==> config.mk <==
export PLATFORM = sky130hd
export DESIGN_NAME = utf8_to_utf16_transcoder
export DESIGN_NICKNAME = d
export VERILOG_FILES = /design/src/design/u8u16_pkg.sv /design/src/design/utf8_to_utf16_transcoder.sv
export SDC_FILE = /design/constraint.sdc
export NUM_CORES = 1
export LEC_CHECK = 0
export BUFFER_PORTS_ARGS = -buffer_cell sky130_fd_sc_hd__buf_2
export CORE_AREA = 4 4 110 112
export CTS_CLUSTER_DIAMETER = 200
export CTS_CLUSTER_SIZE = 30
export DETAILED_ROUTE_END_ITERATION = 10
export DIE_AREA = 0 0 114 116
export PLACE_DENSITY = 0.77
export SLEW_MARGIN = 20
export SYNTH_ARGS = -nofsm -noshare
export SYNTH_HDL_FRONTEND = slang
export SYNTH_SLANG_ARGS = --single-unit
export TNS_END_PERCENT = 100
==> constraint.sdc <==
create_clock -name i_clk -period 3.26 [get_ports i_clk]
set_clock_uncertainty 0.05 [all_clocks]
set_input_delay 0 -clock i_clk [delete_from_list [all_inputs] [get_ports i_clk]]
set_output_delay 0 -clock i_clk [all_outputs]
set_load 0.005 [all_outputs]
==> src/design/u8u16_pkg.sv <==
// Package for the UTF-8 to UTF-16 transcoder.
// Holds the transaction structs, byte-class masks and surrogate constants.
// No dependencies.
package u8u16_pkg;

    typedef struct packed {
        logic [7:0] in_byte;
        logic       end_of_string;
    } t_in_item;

    typedef struct packed {
        logic [15:0] code_unit;
        logic        error;
        logic        last;
    } t_out_item;

    localparam int unsigned FIFO_DEPTH = 4;
    localparam int unsigned PTR_W      = $clog2(FIFO_DEPTH);
    localparam int unsigned CNT_W      = $clog2(FIFO_DEPTH + 1);

    localparam logic [1:0] SEQ_NONE = 2'd0;
    localparam logic [1:0] SEQ_2B   = 2'd1;
    localparam logic [1:0] SEQ_3B   = 2'd2;
    localparam logic [1:0] SEQ_4B   = 2'd3;

    localparam logic [1:0] POS_SECOND = 2'd0;
    localparam logic [1:0] POS_THIRD  = 2'd1;

    localparam logic [7:0] CONT_MASK   = 8'hC0;
    localparam logic [7:0] CONT_VALUE  = 8'h80;
    localparam logic [7:0] LEAD2_MASK  = 8'h60;
    localparam logic [7:0] LEAD2_VALUE = 8'h40;
    localparam logic [7:0] LEAD3_MASK  = 8'h70;
    localparam logic [7:0] LEAD3_VALUE = 8'h60;
    localparam logic [7:0] LEAD4_MASK  = 8'h78;
    localparam logic [7:0] LEAD4_VALUE = 8'h70;
    localparam logic [3:0] SURR_LEAD_LO = 4'hD;

    localparam logic [15:0] HIGH_SURR   = 16'hD800;
    localparam logic [15:0] LOW_SURR    = 16'hDC00;
    localparam logic [15:0] PLANE_SHIFT = 16'h0040;

endpackage

==> src/design/utf8_to_utf16_transcoder.sv <==
// Top level of the UTF-8 to UTF-16 transcoder: decoder state and result queue.
// Depends on u8u16_pkg.
//
// Usage:
//   Input channel (i_in_valid / o_in_ready / i_in_data) carries one UTF-8 byte
//   per transaction, with end_of_string set on the final byte of a string.
//   Output channel (o_out_valid / i_out_ready / o_out_data) carries UTF-16 code
//   units; a 4-byte sequence gives a high then a low surrogate. An invalid
//   string gives a single result with error and last set and code_unit zero,
//   which tells the receiver to discard the units already sent for it.
//   A result is written to the queue when the byte that completes it is taken.
//   Throughput: one byte per cycle while the queue has room; one result per
//   cycle leaves while i_out_ready is high, a surrogate pair as two results.
//   The four-entry queue sets the rate: it takes a byte when two entries are free.
//   Reset clears the decoder state and empties the queue.
//   When the receiver stalls, the queue fills and o_in_ready falls once fewer
//   than two entries are free; the head result holds until taken.
module utf8_to_utf16_transcoder (
    input  logic                 i_clk,
    input  logic                 i_rst_n,
    input  logic                 i_in_valid,
    output logic                 o_in_ready,
    input  u8u16_pkg::t_in_item  i_in_data,
    output logic                 o_out_valid,
    input  logic                 i_out_ready,
    output u8u16_pkg::t_out_item o_out_data
);
    import u8u16_pkg::*;

    logic [7:0]       r_lead, n_lead;
    logic [7:0]       r_second, n_second;
    logic [7:0]       r_third, n_third;
    logic [1:0]       r_pending, n_pending;
    logic [1:0]       r_seq_len, n_seq_len;
    logic             r_failed, n_failed;

    t_out_item        r_fifo [FIFO_DEPTH];
    logic [PTR_W-1:0] r_wr_ptr, r_rd_ptr;
    logic [CNT_W-1:0] r_count;

    logic             in_take, out_take;
    logic [1:0]       n_units;
    t_out_item        unit0, unit1;
    logic [7:0]       b;
    logic [1:0]       pos;
    logic [10:0]      upper;
    logic [15:0]      upper_adj;
    logic [PTR_W-1:0] wr_ptr_next;

    assign o_in_ready  = r_count <= CNT_W'(FIFO_DEPTH - 2);
    assign o_out_valid = r_count != '0;
    assign o_out_data  = r_fifo[r_rd_ptr];
    assign in_take     = i_in_valid && o_in_ready;
    assign out_take    = o_out_valid && i_out_ready;

    assign b           = i_in_data.in_byte;
    assign pos         = r_seq_len - r_pending;
    assign upper       = {r_lead[2:0], r_second[5:0], r_third[5:4]};
    assign upper_adj   = {5'b0, upper} - PLANE_SHIFT;
    assign wr_ptr_next = r_wr_ptr + PTR_W'(1);

    always_comb begin
        n_lead    = r_lead;
        n_second  = r_second;
        n_third   = r_third;
        n_pending = r_pending;
        n_seq_len = r_seq_len;
        n_failed  = r_failed;
        n_units   = 2'd0;
        unit0     = '0;
        unit1     = '0;

        if (!r_failed) begin
            if (r_pending == 2'd0) begin
                priority if (b < CONT_VALUE) begin
                    unit0.code_unit = {8'h00, b};
                    n_units         = 2'd1;
                end else if ((b & LEAD2_MASK) == LEAD2_VALUE) begin
                    n_lead    = b;
                    n_seq_len = SEQ_2B;
                    n_pending = SEQ_2B;
                end else if ((b & LEAD3_MASK) == LEAD3_VALUE) begin
                    n_lead    = b;
                    n_seq_len = SEQ_3B;
                    n_pending = SEQ_3B;
                end else if ((b & LEAD4_MASK) == LEAD4_VALUE) begin
                    n_lead    = b;
                    n_seq_len = SEQ_4B;
                    n_pending = SEQ_4B;
                end else begin
                    n_failed = 1'b1;
                end
            end else if ((b & CONT_MASK) != CONT_VALUE) begin
                n_failed = 1'b1;
            end else begin
                if (pos == POS_SECOND) begin
                    n_second = b;
                end else if (pos == POS_THIRD) begin
                    n_third = b;
                end
                if (r_seq_len == SEQ_3B && pos == POS_SECOND &&
                    r_lead[3:0] == SURR_LEAD_LO && b[5]) begin
                    n_failed = 1'b1;
                end else begin
                    n_pending = r_pending - 2'd1;
                    if (r_pending == 2'd1) begin
                        unique case (r_seq_len)
                            SEQ_2B: begin
                                unit0.code_unit = {5'b0, r_lead[4:0], b[5:0]};
                                n_units         = 2'd1;
                            end
                            SEQ_3B: begin
                                unit0.code_unit = {r_lead[3:0], r_second[5:0], b[5:0]};
                                n_units         = 2'd1;
                            end
                            SEQ_4B: begin
                                unit0.code_unit = HIGH_SURR | upper_adj;
                                unit1.code_unit = LOW_SURR | {6'b0, r_third[3:0], b[5:0]};
                                n_units         = 2'd2;
                            end
                            default: begin
                                n_units = 2'd0;
                            end
                        endcase
                        n_seq_len = SEQ_NONE;
                    end
                end
            end
        end

        if (i_in_data.end_of_string) begin
            if (n_failed || n_pending != 2'd0) begin
                unit0   = '{code_unit: 16'h0000, error: 1'b1, last: 1'b1};
                n_units = 2'd1;
            end else if (n_units == 2'd1) begin
                unit0.last = 1'b1;
            end else if (n_units == 2'd2) begin
                unit1.last = 1'b1;
            end
            n_lead    = '0;
            n_second  = '0;
            n_third   = '0;
            n_pending = '0;
            n_seq_len = SEQ_NONE;
            n_failed  = 1'b0;
        end
    end

    always_ff @(posedge i_clk) begin
        if (!i_rst_n) begin
            r_lead    <= '0;
            r_second  <= '0;
            r_third   <= '0;
            r_pending <= '0;
            r_seq_len <= SEQ_NONE;
            r_failed  <= 1'b0;
        end else if (in_take) begin
            r_lead    <= n_lead;
            r_second  <= n_second;
            r_third   <= n_third;
            r_pending <= n_pending;
            r_seq_len <= n_seq_len;
            r_failed  <= n_failed;
        end
    end

    always_ff @(posedge i_clk) begin
        if (in_take && n_units != 2'd0) begin
            r_fifo[r_wr_ptr] <= unit0;
        end
        if (in_take && n_units == 2'd2) begin
            r_fifo[wr_ptr_next] <= unit1;
        end
    end

    always_ff @(posedge i_clk) begin
        if (!i_rst_n) begin
            r_wr_ptr <= '0;
            r_rd_ptr <= '0;
            r_count  <= '0;
        end else begin
            r_wr_ptr <= r_wr_ptr + (in_take ? PTR_W'(n_units) : PTR_W'(0));
            r_rd_ptr <= r_rd_ptr + (out_take ? PTR_W'(1) : PTR_W'(0));
            r_count  <= r_count + (in_take ? CNT_W'(n_units) : CNT_W'(0))
                        - (out_take ? CNT_W'(1) : CNT_W'(0));
        end
    end

    a_count_bound: assert property (@(posedge i_clk) disable iff (!i_rst_n)
        r_count <= CNT_W'(FIFO_DEPTH))
        else $error("result queue overflow");

    a_pending_in_seq: assert property (@(posedge i_clk) disable iff (!i_rst_n)
        r_pending != 2'd0 |-> r_seq_len != SEQ_NONE && r_pending <= r_seq_len)
        else $error("pending count outside open sequence");

    a_eos_clears: assert property (@(posedge i_clk) disable iff (!i_rst_n)
        in_take && i_in_data.end_of_string |=> r_pending == 2'd0 && !r_failed)
        else $error("decoder state not cleared at end of string");

    a_error_form: assert property (@(posedge i_clk) disable iff (!i_rst_n)
        o_out_valid && o_out_data.error |-> o_out_data.last && o_out_data.code_unit == 16'h0000)
        else $error("error result without last or with nonzero unit");

endmodule

---- After elaboration in Yosys (flattened, before gate mapping) ----
Memory sizes are Yosys's and may differ from the RTL's. A register that Yosys moved wholly into a read port is not among the register bits.
Index checks and enable logic that the tools add are counted.
storage, ports and cells
  memory bits (read-only) ................. 0
  latch bits .............................. 0
  memories kept ........................... 1
  output and inout port bits .............. 20
  logic and storage cells ................. 150
  RAM bits ................................ 72
  input port bits ......................... 13
  register bits after elaboration ......... 29
operators by class
  div/mod/pow operators ................... 0
  $add $sub $neg .......................... 8
  mux-type cells .......................... 85
  shift operators ......................... 0
  reductions and logical operators ........ 23
  bitwise gates (word level) .............. 0
  equality and inequality tests ........... 22
  multiply operators ...................... 0
  order comparisons ....................... 2
memory list
  name    words  bits a word  rd ports  clocked after memory_dff  write ports  line                            source
  r_fifo  4      18           1         1                         2            utf8_to_utf16_transcoder.sv:37  t_out_item r_fifo [FIFO_DEPTH];
operator list
  operator                                                number
  2-to-1 mux 16 bit                                       11
  2-to-1 mux 6 bit                                        11
  2-to-1 mux 2 bit                                        29
  case mux 16 bit (3 select lines)                        1
  2-to-1 mux 5 bit                                        7
  2-to-1 mux 1 bit                                        22
  2-to-1 mux 18 bit                                       1
  2-to-1 mux 17 bit                                       1
  inequality test 2 bit (second input constant)           6
  subtractor 11 x 7 -> 12 bit (second input constant)     1
  equality test 2 bit (second input constant)             5
  AND reduction 5 bit                                     2
  nonzero test 2 bit                                      5
  inequality test 3 bit (second input constant)           3
  equality test 2 x 1 -> 1 bit (second input constant)    4
  equality test 4 bit (second input constant)             2
  less-than comparator 8 bit (second input constant)      1
  2-to-1 mux 8 bit                                        1
  logical AND 1 bit                                       7
  AND reduction 7 bit                                     1
  AND reduction 6 bit                                     1
  nonzero test 3 bit                                      2
  inequality test 5 x 2 -> 1 bit (second input constant)  1
  logical NOT 2 bit                                       2
  other kinds (13)                                        13

---- Depth between registers and ports, before layout ----
Gate-level depths: netlist of run 1.
  depth in word-level cells ............... 17
  gate-level depth with buffers ........... 15
  gate-level depth less buffers ........... 12

---- Least setup slack after synthesis of run 1 ----
OpenSTA, ideal clock, no wires.
  path type ............................... register -> register
  start point ............................. register r_seq_len[0]
  end point ............................... register r_count[2]
  clock period less this slack ............ 3.134 ns
  path slack .............................. 0.126 ns
  setup time .............................. 0.115 ns
  buffers on the path ..................... 2
  arrival ................................. 2.969 ns
  required time ........................... 3.095 ns
  cell stages (with the launch flop) ...... 15
  cells stage by stage .................... dfxtp_1 inv_1 ha_1 and2_1 a41o_4 a211oi_4 a41o_1 buf_6 buf_8 nand3_1 ha_1 inv_1 fa_1 xnor2_1 and2_1
on the way
  longest elaborated chain between the ends .. 16
  elaborated cells between the ends (all ways) .. 30
  classes of those cells .................. add/sub (3); eq/ne (3); mux (17); reduce/logical (7)
RTL lines
  what                             line                             source
  start: declaration               utf8_to_utf16_transcoder.sv:34   logic [1:0] r_seq_len, n_seq_len;
  start signal: assignment         utf8_to_utf16_transcoder.sv:162  r_seq_len <= n_seq_len;
  subtractor 2 bit                 utf8_to_utf16_transcoder.sv:57   assign pos = r_seq_len - r_pending;
  logical NOT 2 bit                utf8_to_utf16_transcoder.sv:101  if (r_seq_len == SEQ_3B && pos == POS_SECOND &&
  logical AND 1 bit (2 in series)  utf8_to_utf16_transcoder.sv:101
  logical AND 1 bit                utf8_to_utf16_transcoder.sv:102  r_lead[3:0] == SURR_LEAD_LO && b[5]) begin
  2-to-1 mux 2 bit                 utf8_to_utf16_transcoder.sv:101
  2-to-1 mux 2 bit                 utf8_to_utf16_transcoder.sv:93   end else if ((b & CONT_MASK) != CONT_VALUE) begin
  2-to-1 mux 2 bit                 utf8_to_utf16_transcoder.sv:74   if (r_pending == 2'd0) begin
  2-to-1 mux 2 bit                 utf8_to_utf16_transcoder.sv:73   if (!r_failed) begin
  nonzero test 2 bit               utf8_to_utf16_transcoder.sv:132  if (n_failed || n_pending != 2'd0) begin
  logical OR 1 bit                 utf8_to_utf16_transcoder.sv:132
  2-to-1 mux 2 bit                 utf8_to_utf16_transcoder.sv:132
  2-to-1 mux 2 bit *               utf8_to_utf16_transcoder.sv:131  if (i_in_data.end_of_string) begin
  2-to-1 mux 2 bit *               utf8_to_utf16_transcoder.sv:184  r_count <= r_count + (in_take ? CNT_W'(n_units) : CNT_W'(0))
  adder 3 x 2 -> 3 bit *           utf8_to_utf16_transcoder.sv:184
  subtractor 3 x 1 -> 3 bit *      utf8_to_utf16_transcoder.sv:185  - (out_take ? CNT_W'(1) : CNT_W'(0));
  end signal: assignment           utf8_to_utf16_transcoder.sv:184
  end: declaration                 utf8_to_utf16_transcoder.sv:39   logic [CNT_W-1:0] r_count;
Mark *: on every way between the ends. The rest lies on a longest branch, timed or not.
A chain may end at the register's enable or synchronous reset.

---- Worst setup path after layout of run 1 ----
Ends and elaborated chain as after synthesis.

==> metrics.txt, run 1 <==
Synth top cells by count edfxtp_1 (64), dfxtp_1 (37), nor2_1 (29); die area ~13000 um2; Main synth FF type edfxtp_1; Hold Fails Final Rpt 0; Core Util, Final between 50 and 60%; GPL Wtd Cong 0.975; Setup WS pre-CTS between 0.06 and 0.07 ns; Num CTS Buffers 9; fmax roughly 0.32 GHz; Post-Layout Cell Count between 600 and 700; Final ANT Viol Nets 0; WS Path Type register to register; num ports 33; core footprint 11200 um2; crit path DAT 3.35 ns; clock-pin slew on the worst setup and hold paths 0.07 ns; power consumption 3.79 mW; fillers 955; Critical Path RT 3.46 ns; register area share after synthesis 48.3%; clock root cell clkbuf_16; most frequent cell after synthesis edfxtp_1; outcome finished, final reports clean; area grow syn2layout 13.3%; GRT Util Overall 21.3%; placed cells about 660; Slew Limit Fails 0; Syn Inst Count 489; Area after DPL 5890 um2; via count 4207; Mean Syn Cell Area 11.3 um2; die width 114 um; maximum VDD drop ~0.00033 V; yosys warns 0; clock tree sinks 101; H-tree Lvls 3; First DRT Iteration DRCs 381; Worst slew margin 51.4%; WHS 0.0538 ns; Port Buffers 32; type of element launching the critical path register; unrepaired setup endpoints after global routing false; worst setup margin 0.109 ns; final worst-path cycle share 96.7%; CTS tree yes; Final Critical Period 3.15 ns; Power Density 607 nW/um2; mapped cell area 5510 um2; Yosys reg bits 101; cell taking the most area after synthesis edfxtp_1; setup tns final 0 ns; number of flops mapped to enable cells by yosys 64; 1st-pass router iterations 5; Synth area leaders edfxtp_1 (35%), dfxtp_1 (13%), mux4_2 (7.4%); leakage power 2.20 nW; DR DRC count 0; post-DP HPWL 9680 um; clk buf depth 2; initial core utilization 49.1%; max-cap violations 0; final setup violating endpoints 0; antenna violations before repair 0; Distinct cells, synth between 60 and 70; top-area cell type share of the netlist area 34.9%; Syn Nets 514; Worst Max-Slew Pin Slew 0.729 ns; largest net degree at the start of global routing 31; fraction of layout cells with a size suffix above 1 22.8%; Final Net Count 555; multi-input combinational cell area ~2700 um2; Worst-Skew Late Latency between 0.3 and 0.4 ns; crit path max fanout 4; FP Rows 39; number of global-route vias before repair 4128; die span in y 116 um; grt ovf 0; first-pass GRT wire length 22000 um; final WL about 14000 um; Crit. End Element register; Wirelength per Cell 20.3 um; Worst Hold Class input port to register; number of vias per cell roughly 6.2; Async SR Flop Fraction 0%; ant diodes 0; Final Instance Area 6240 um2; Reg area 2660 um2
[worst max-delay path: stages, from the launching register on]
cell and delay (ns):
dfxtp_2 0.36, inv_1 0.08, ha_1 0.21, and2_1 0.20, and4_1 0.24, o32a_1 0.41, a41o_1 0.32, a21oi_2 0.22
xor2_1 0.11, ha_1 0.20, fa_1 0.37, xnor2_1 0.13, and2_1 0.15
[flip-flops by register name (all words and copies together), names as in the netlist]
| register | flops |
|---|---|
| r_failed | 1 |
| r_wr_ptr | 2 |
| r_pending | 2 |
| r_rd_ptr | 2 |
| r_second | 6 |
| r_third | 6 |
| r_lead | 5 |
| r_fifo | 72 |
| r_count | 3 |
| r_seq_len | 2 |
[cell type report]
| type | count | share of cell area (%) |
|---|---|---|
| Multi-Input combinational cell | 344 | 42.7 |
| Sequential cell | 101 | 42.7 |
| Timing Repair Buffer | 60 | 5.98 |
| Clock buffer | 9 | 3.61 |
| Tap cell | 143 | 2.87 |
| Clock inverter | 7 | 1.30 |
| Inverter | 14 | 0.842 |
[metal layers]
metal | global-route usage [%] | share of wire (%) | up-vias
met1 | 28.6 | 42 | 2043
li1 | - | - | 1943
met5 | 0 | 0 | -
met4 | 5.70 | 1.5 | 0
met3 | 3.86 | 8.0 | 20
met2 | 35.7 | 48 | 201
[path summary, 6_finish.rpt]
kind | from | to | slack, ns | depth (start not counted)
max | r_seq_len[0] | r_count[2] | 0.11 | 12
min | i_in_data[5] | r_seq_len[0] | 0.05 | 3
max reg2reg | r_seq_len[0] | r_count[2] | 0.11 | 12
min reg2reg | r_seq_len[0] | r_seq_len[0] | 0.42 | 2
[cell usage in the layout, fill, tap and decap left out, types with 10 or more instances in the layout]
| master | n |
|---|---|
| a21oi_1 | 16 |
| and2_1 | 10 |
| buf_2 | 32 |
| buf_4 | 27 |
| dfxtp_1 | 36 |
| edfxtp_1 | 64 |
| ha_1 | 11 |
| inv_1 | 13 |
| mux2i_1 | 17 |
| mux4_2 | 18 |
| nand2_1 | 28 |
| nand3_1 | 21 |
| nor2_1 | 29 |
| nor2b_1 | 24 |
| o21ai_0 | 28 |
| o22ai_1 | 25 |
[what timing repair did]
action | 4_1_cts | 5_1_grt
setup endpoints to repair | 0 | 12
gates resized for setup | 0 | 4
setup buffers | 0 | 3
hold buffers | 1 | 0
endpoints found under the hold margin | 2 | 0
[logic make-up after synthesis]
kind of cell	share of synthesized area, %
compound gates	16.1
xor+xnor	1.59
fa+ha+maj	2.86
buf+inv	3.54
flops	48.3
mux	11.9
simple gates	15.7
[report_power, final]
group	switching [mW]	internal, mW
Clock	0.498	0.604
Combinational	0.611	0.520
Sequential	0.0690	1.48
Total	1.18	2.61
Note: power is estimated with default switching activity, not from simulation.
==> run 2: changes to the inputs <==
--- a/config.mk
+++ b/config.mk
@@ -5,13 +5,14 @@
 export SDC_FILE = /design/constraint.sdc
 export NUM_CORES = 1
 export LEC_CHECK = 0
+export ABC_AREA = 1
 export BUFFER_PORTS_ARGS = -buffer_cell sky130_fd_sc_hd__buf_2
-export CORE_AREA = 4 4 110 112
+export CORE_AREA = 4 4 112 114
 export CTS_CLUSTER_DIAMETER = 200
 export CTS_CLUSTER_SIZE = 30
 export DETAILED_ROUTE_END_ITERATION = 10
-export DIE_AREA = 0 0 114 116
-export PLACE_DENSITY = 0.77
+export DIE_AREA = 0 0 116 118
+export PLACE_DENSITY = 0.76
 export SLEW_MARGIN = 20
 export SYNTH_ARGS = -nofsm -noshare
 export SYNTH_HDL_FRONTEND = slang
==> metrics.txt, run 2 <==
outcome finished, final reports clean; area grow syn2layout 10.3%; Mean Syn Cell Area 8.51 um2; DR DRC count 0; crit path DAT 3.15 ns; post-DP HPWL between 10000 and 15000 um; Critical Path RT between 3 and 4 ns; Crit. End Element register; largest net degree at the start of global routing 39; number of vias per cell 5.99; initial core utilization 50.0%; final setup violating endpoints 0; yosys warns 0; R2R Path Start r_pending[0]; grt ovf 0; Cell Int Power approximately 2.5 mW; maximum VDD drop 0.000365 V; Synth area leaders edfxtp_1 (34%), dfxtp_1 (13%), o21ai_0 (8.2%); die span in y 118 um; core footprint roughly 11000 um2; Reg area about 2700 um2; WS Path Type register to register; clock tree sinks roughly 100; clock-pin slew on the worst setup and hold paths 0.07 ns; type of element launching the critical path register; fmax 0.337 GHz; hold path cells 4; die width between 100 and 150 um; number of flops mapped to enable cells by yosys 64; CTS tree yes; Wirelength per Cell 18.0 um; sequential power share 41.1%; hold_sp i_in_valid; Main synth FF type edfxtp_1; Worst slew margin approximately 36%; Combinational Power Share 32.0%; num ports 33; R2R Setup Slk 0.30 ns; Final Critical Period 2.96 ns; Final Net Count 723; Syn Inst Count 670; Post-Layout Cell Count 846; Hold-fix buffers, CTS 0; leakage power between 2 and 2.5 nW; Switching Share between 30% and 40%; Port Buffers 32; clk buf depth 2; First DRT Iteration DRCs between 500 and 600; register area share after synthesis 46.7%; die area 13700 um2; biggest regs r_fifo x72, r_second x6, r_third x6; Worst-Skew Late Latency between 0.3 and 0.4 ns; Hold Fails Final Rpt 0; most frequent cells in the layout nor2_1 (101), o21ai_0 (93), nand2_1 (77), inv_1 (66), edfxtp_1 (64); Distinct cells, synth 51; via count 5068; final WL 15300 um; clock root cell clkbuf_16; 1st-pass router iterations 7; number of global-route vias before repair 4837; cells on worst reg2reg path 16; top-area cell type share of the netlist area 33.7%; H-tree Lvls 3; GPL Wtd Cong 1.02; mapped cell area 5700 um2; cell taking the most area after synthesis edfxtp_1; Slew Limit Fails 0; Worst Hold Class input port to register; commonest non-fill, non-tap cell in the layout nor2_1; max-cap violations 0; Synth top cells by count nor2_1 (101), o21ai_0 (93), nand2_1 (77); first-pass GRT wire length between 20000 and 25000 um; placed cells 829; fillers 1024; GRT Util Overall 22.6%; ant diodes 0; antenna violations before repair 0; multi-input combinational cell area about 2600 um2; unrepaired setup endpoints after global routing false; Hold Path End r_pending[0]; Syn Nets a little under 700; setup tns final 0 ns; Largest Register r_fifo; Power Density 611 nW/um2; FP Rows 39; Worst Max-Slew Pin Slew 0.956 ns; Num CTS Buffers 9; CP startpoint r_pending[0]; crit path max fanout 6; Async SR Flop Fraction 0%; most frequent cell after synthesis nor2_1; Yosys reg bits 101; Clk pwr share a little over a quarter; Sw Pwr 1.38 mW; fraction of layout cells with a size suffix above 1 15.9%; Final ANT Viol Nets 0; R2R Path End r_count[2]; final worst-path cycle share between 90% and 100%; max FFs per register 72
run 2: cell type report:
class / instances / share of cell area (%)
Clock buffer: 10 / 3.64
Clock inverter: 6 / 0.915
Inverter: 75 / 4.55
Multi-Input combinational cell: 464 / 40.8
Sequential cell: 101 / 42.3
Tap cell: 143 / 2.84
Timing Repair Buffer: 47 / 4.93
run 2: critical path, stage by stage (launching register included):
cell      delay (ns)
dfxtp_2         0.39
inv_1           0.09
ha_2            0.23
nor2_2          0.15
inv_1           0.10
or2_0           0.21
o21ai_1         0.20
clkinv_1        0.10
nand3_2         0.11
o21bai_4        0.10
nand2_4         0.10
nand2_4         0.07
xnor2_1         0.13
ha_1            0.21
fa_1            0.38
o21ai_0         0.17
a21oi_1         0.05
run 2: per-stage QoR:
step | util (%) | power (mW) | setup WS, ns | instance area, um2 | hold WS, ns
2_1_floorplan | - | 2.42 | 0.457 | 5700 | 0.0884
3_3_place_gp | 52.4 | 2.77 | 0.230 | 5990 | 0.365
3_5_place_dp | 52.4 | 2.82 | 0.0682 | 5990 | 0.365
4_1_cts | 55.0 | 3.85 | 0.0421 | 6270 | 0.00164
5_1_grt | 55.1 | 4.08 | 0.110 | 6290 | 0.0311
6_report | 55.1 | 3.84 | 0.295 | 6290 | 0.00455
run 2: worst max path at each step:
stage	cells after the start	endpoint	slack, ns
6_report	16	r_count[2]	0.30
5_1_grt	16	r_count[2]	0.11
4_1_cts	14	r_fifo[0][3]	0.04
3_5_place_dp	14	r_fifo[0][3]	0.07
3_3_place_gp	16	r_count[2]	0.23
2_1_floorplan	15	r_fifo[2][0]	0.46
run 2: metal layers:
| layer | track usage [%] | vias to the layer above | routed length (um) |
|---|---|---|---|
| li1 | - | 2391 | - |
| met1 | 30.1 | 2370 | 6380 |
| met2 | 37.3 | 264 | 7280 |
| met3 | 3.70 | 43 | 1210 |
| met4 | 7.18 | 0 | 395 |
| met5 | 0 | - | 0 |
run 2: cells by family (layout without fill, tap and decap cells):
family	Yosys count	count (layout)	share of synthesized area (%)
AOI/OAI and AO/OA	201	201	20.8
adders and majority gates	12	12	2.76
xor gates and xnor gates	4	4	0.614
buffers and inverters	105	138	8.49
and+or+nand+nor	247	247	20.6
DFF	101	101	46.7
run 2: power groups by stage:
stage	sequential [mW]	clock, mW	combinational [mW]
after floorplan	1.58	0	0.840
after global placement	1.60	0	1.17
after detailed placement	1.60	0	1.22
after CTS	1.58	1.04	1.23
after global routing	1.59	1.10	1.38
final	1.58	1.04	1.23
run 2: repair_timing:
| action | in CTS | in global routing |
|---|---|---|
| endpoints found under the hold margin | 0 | 0 |
| gates resized for setup | 0 | 3 |
| endpoints found under the setup margin | 0 | 72 |
| buffers inserted | 0 | 1 |
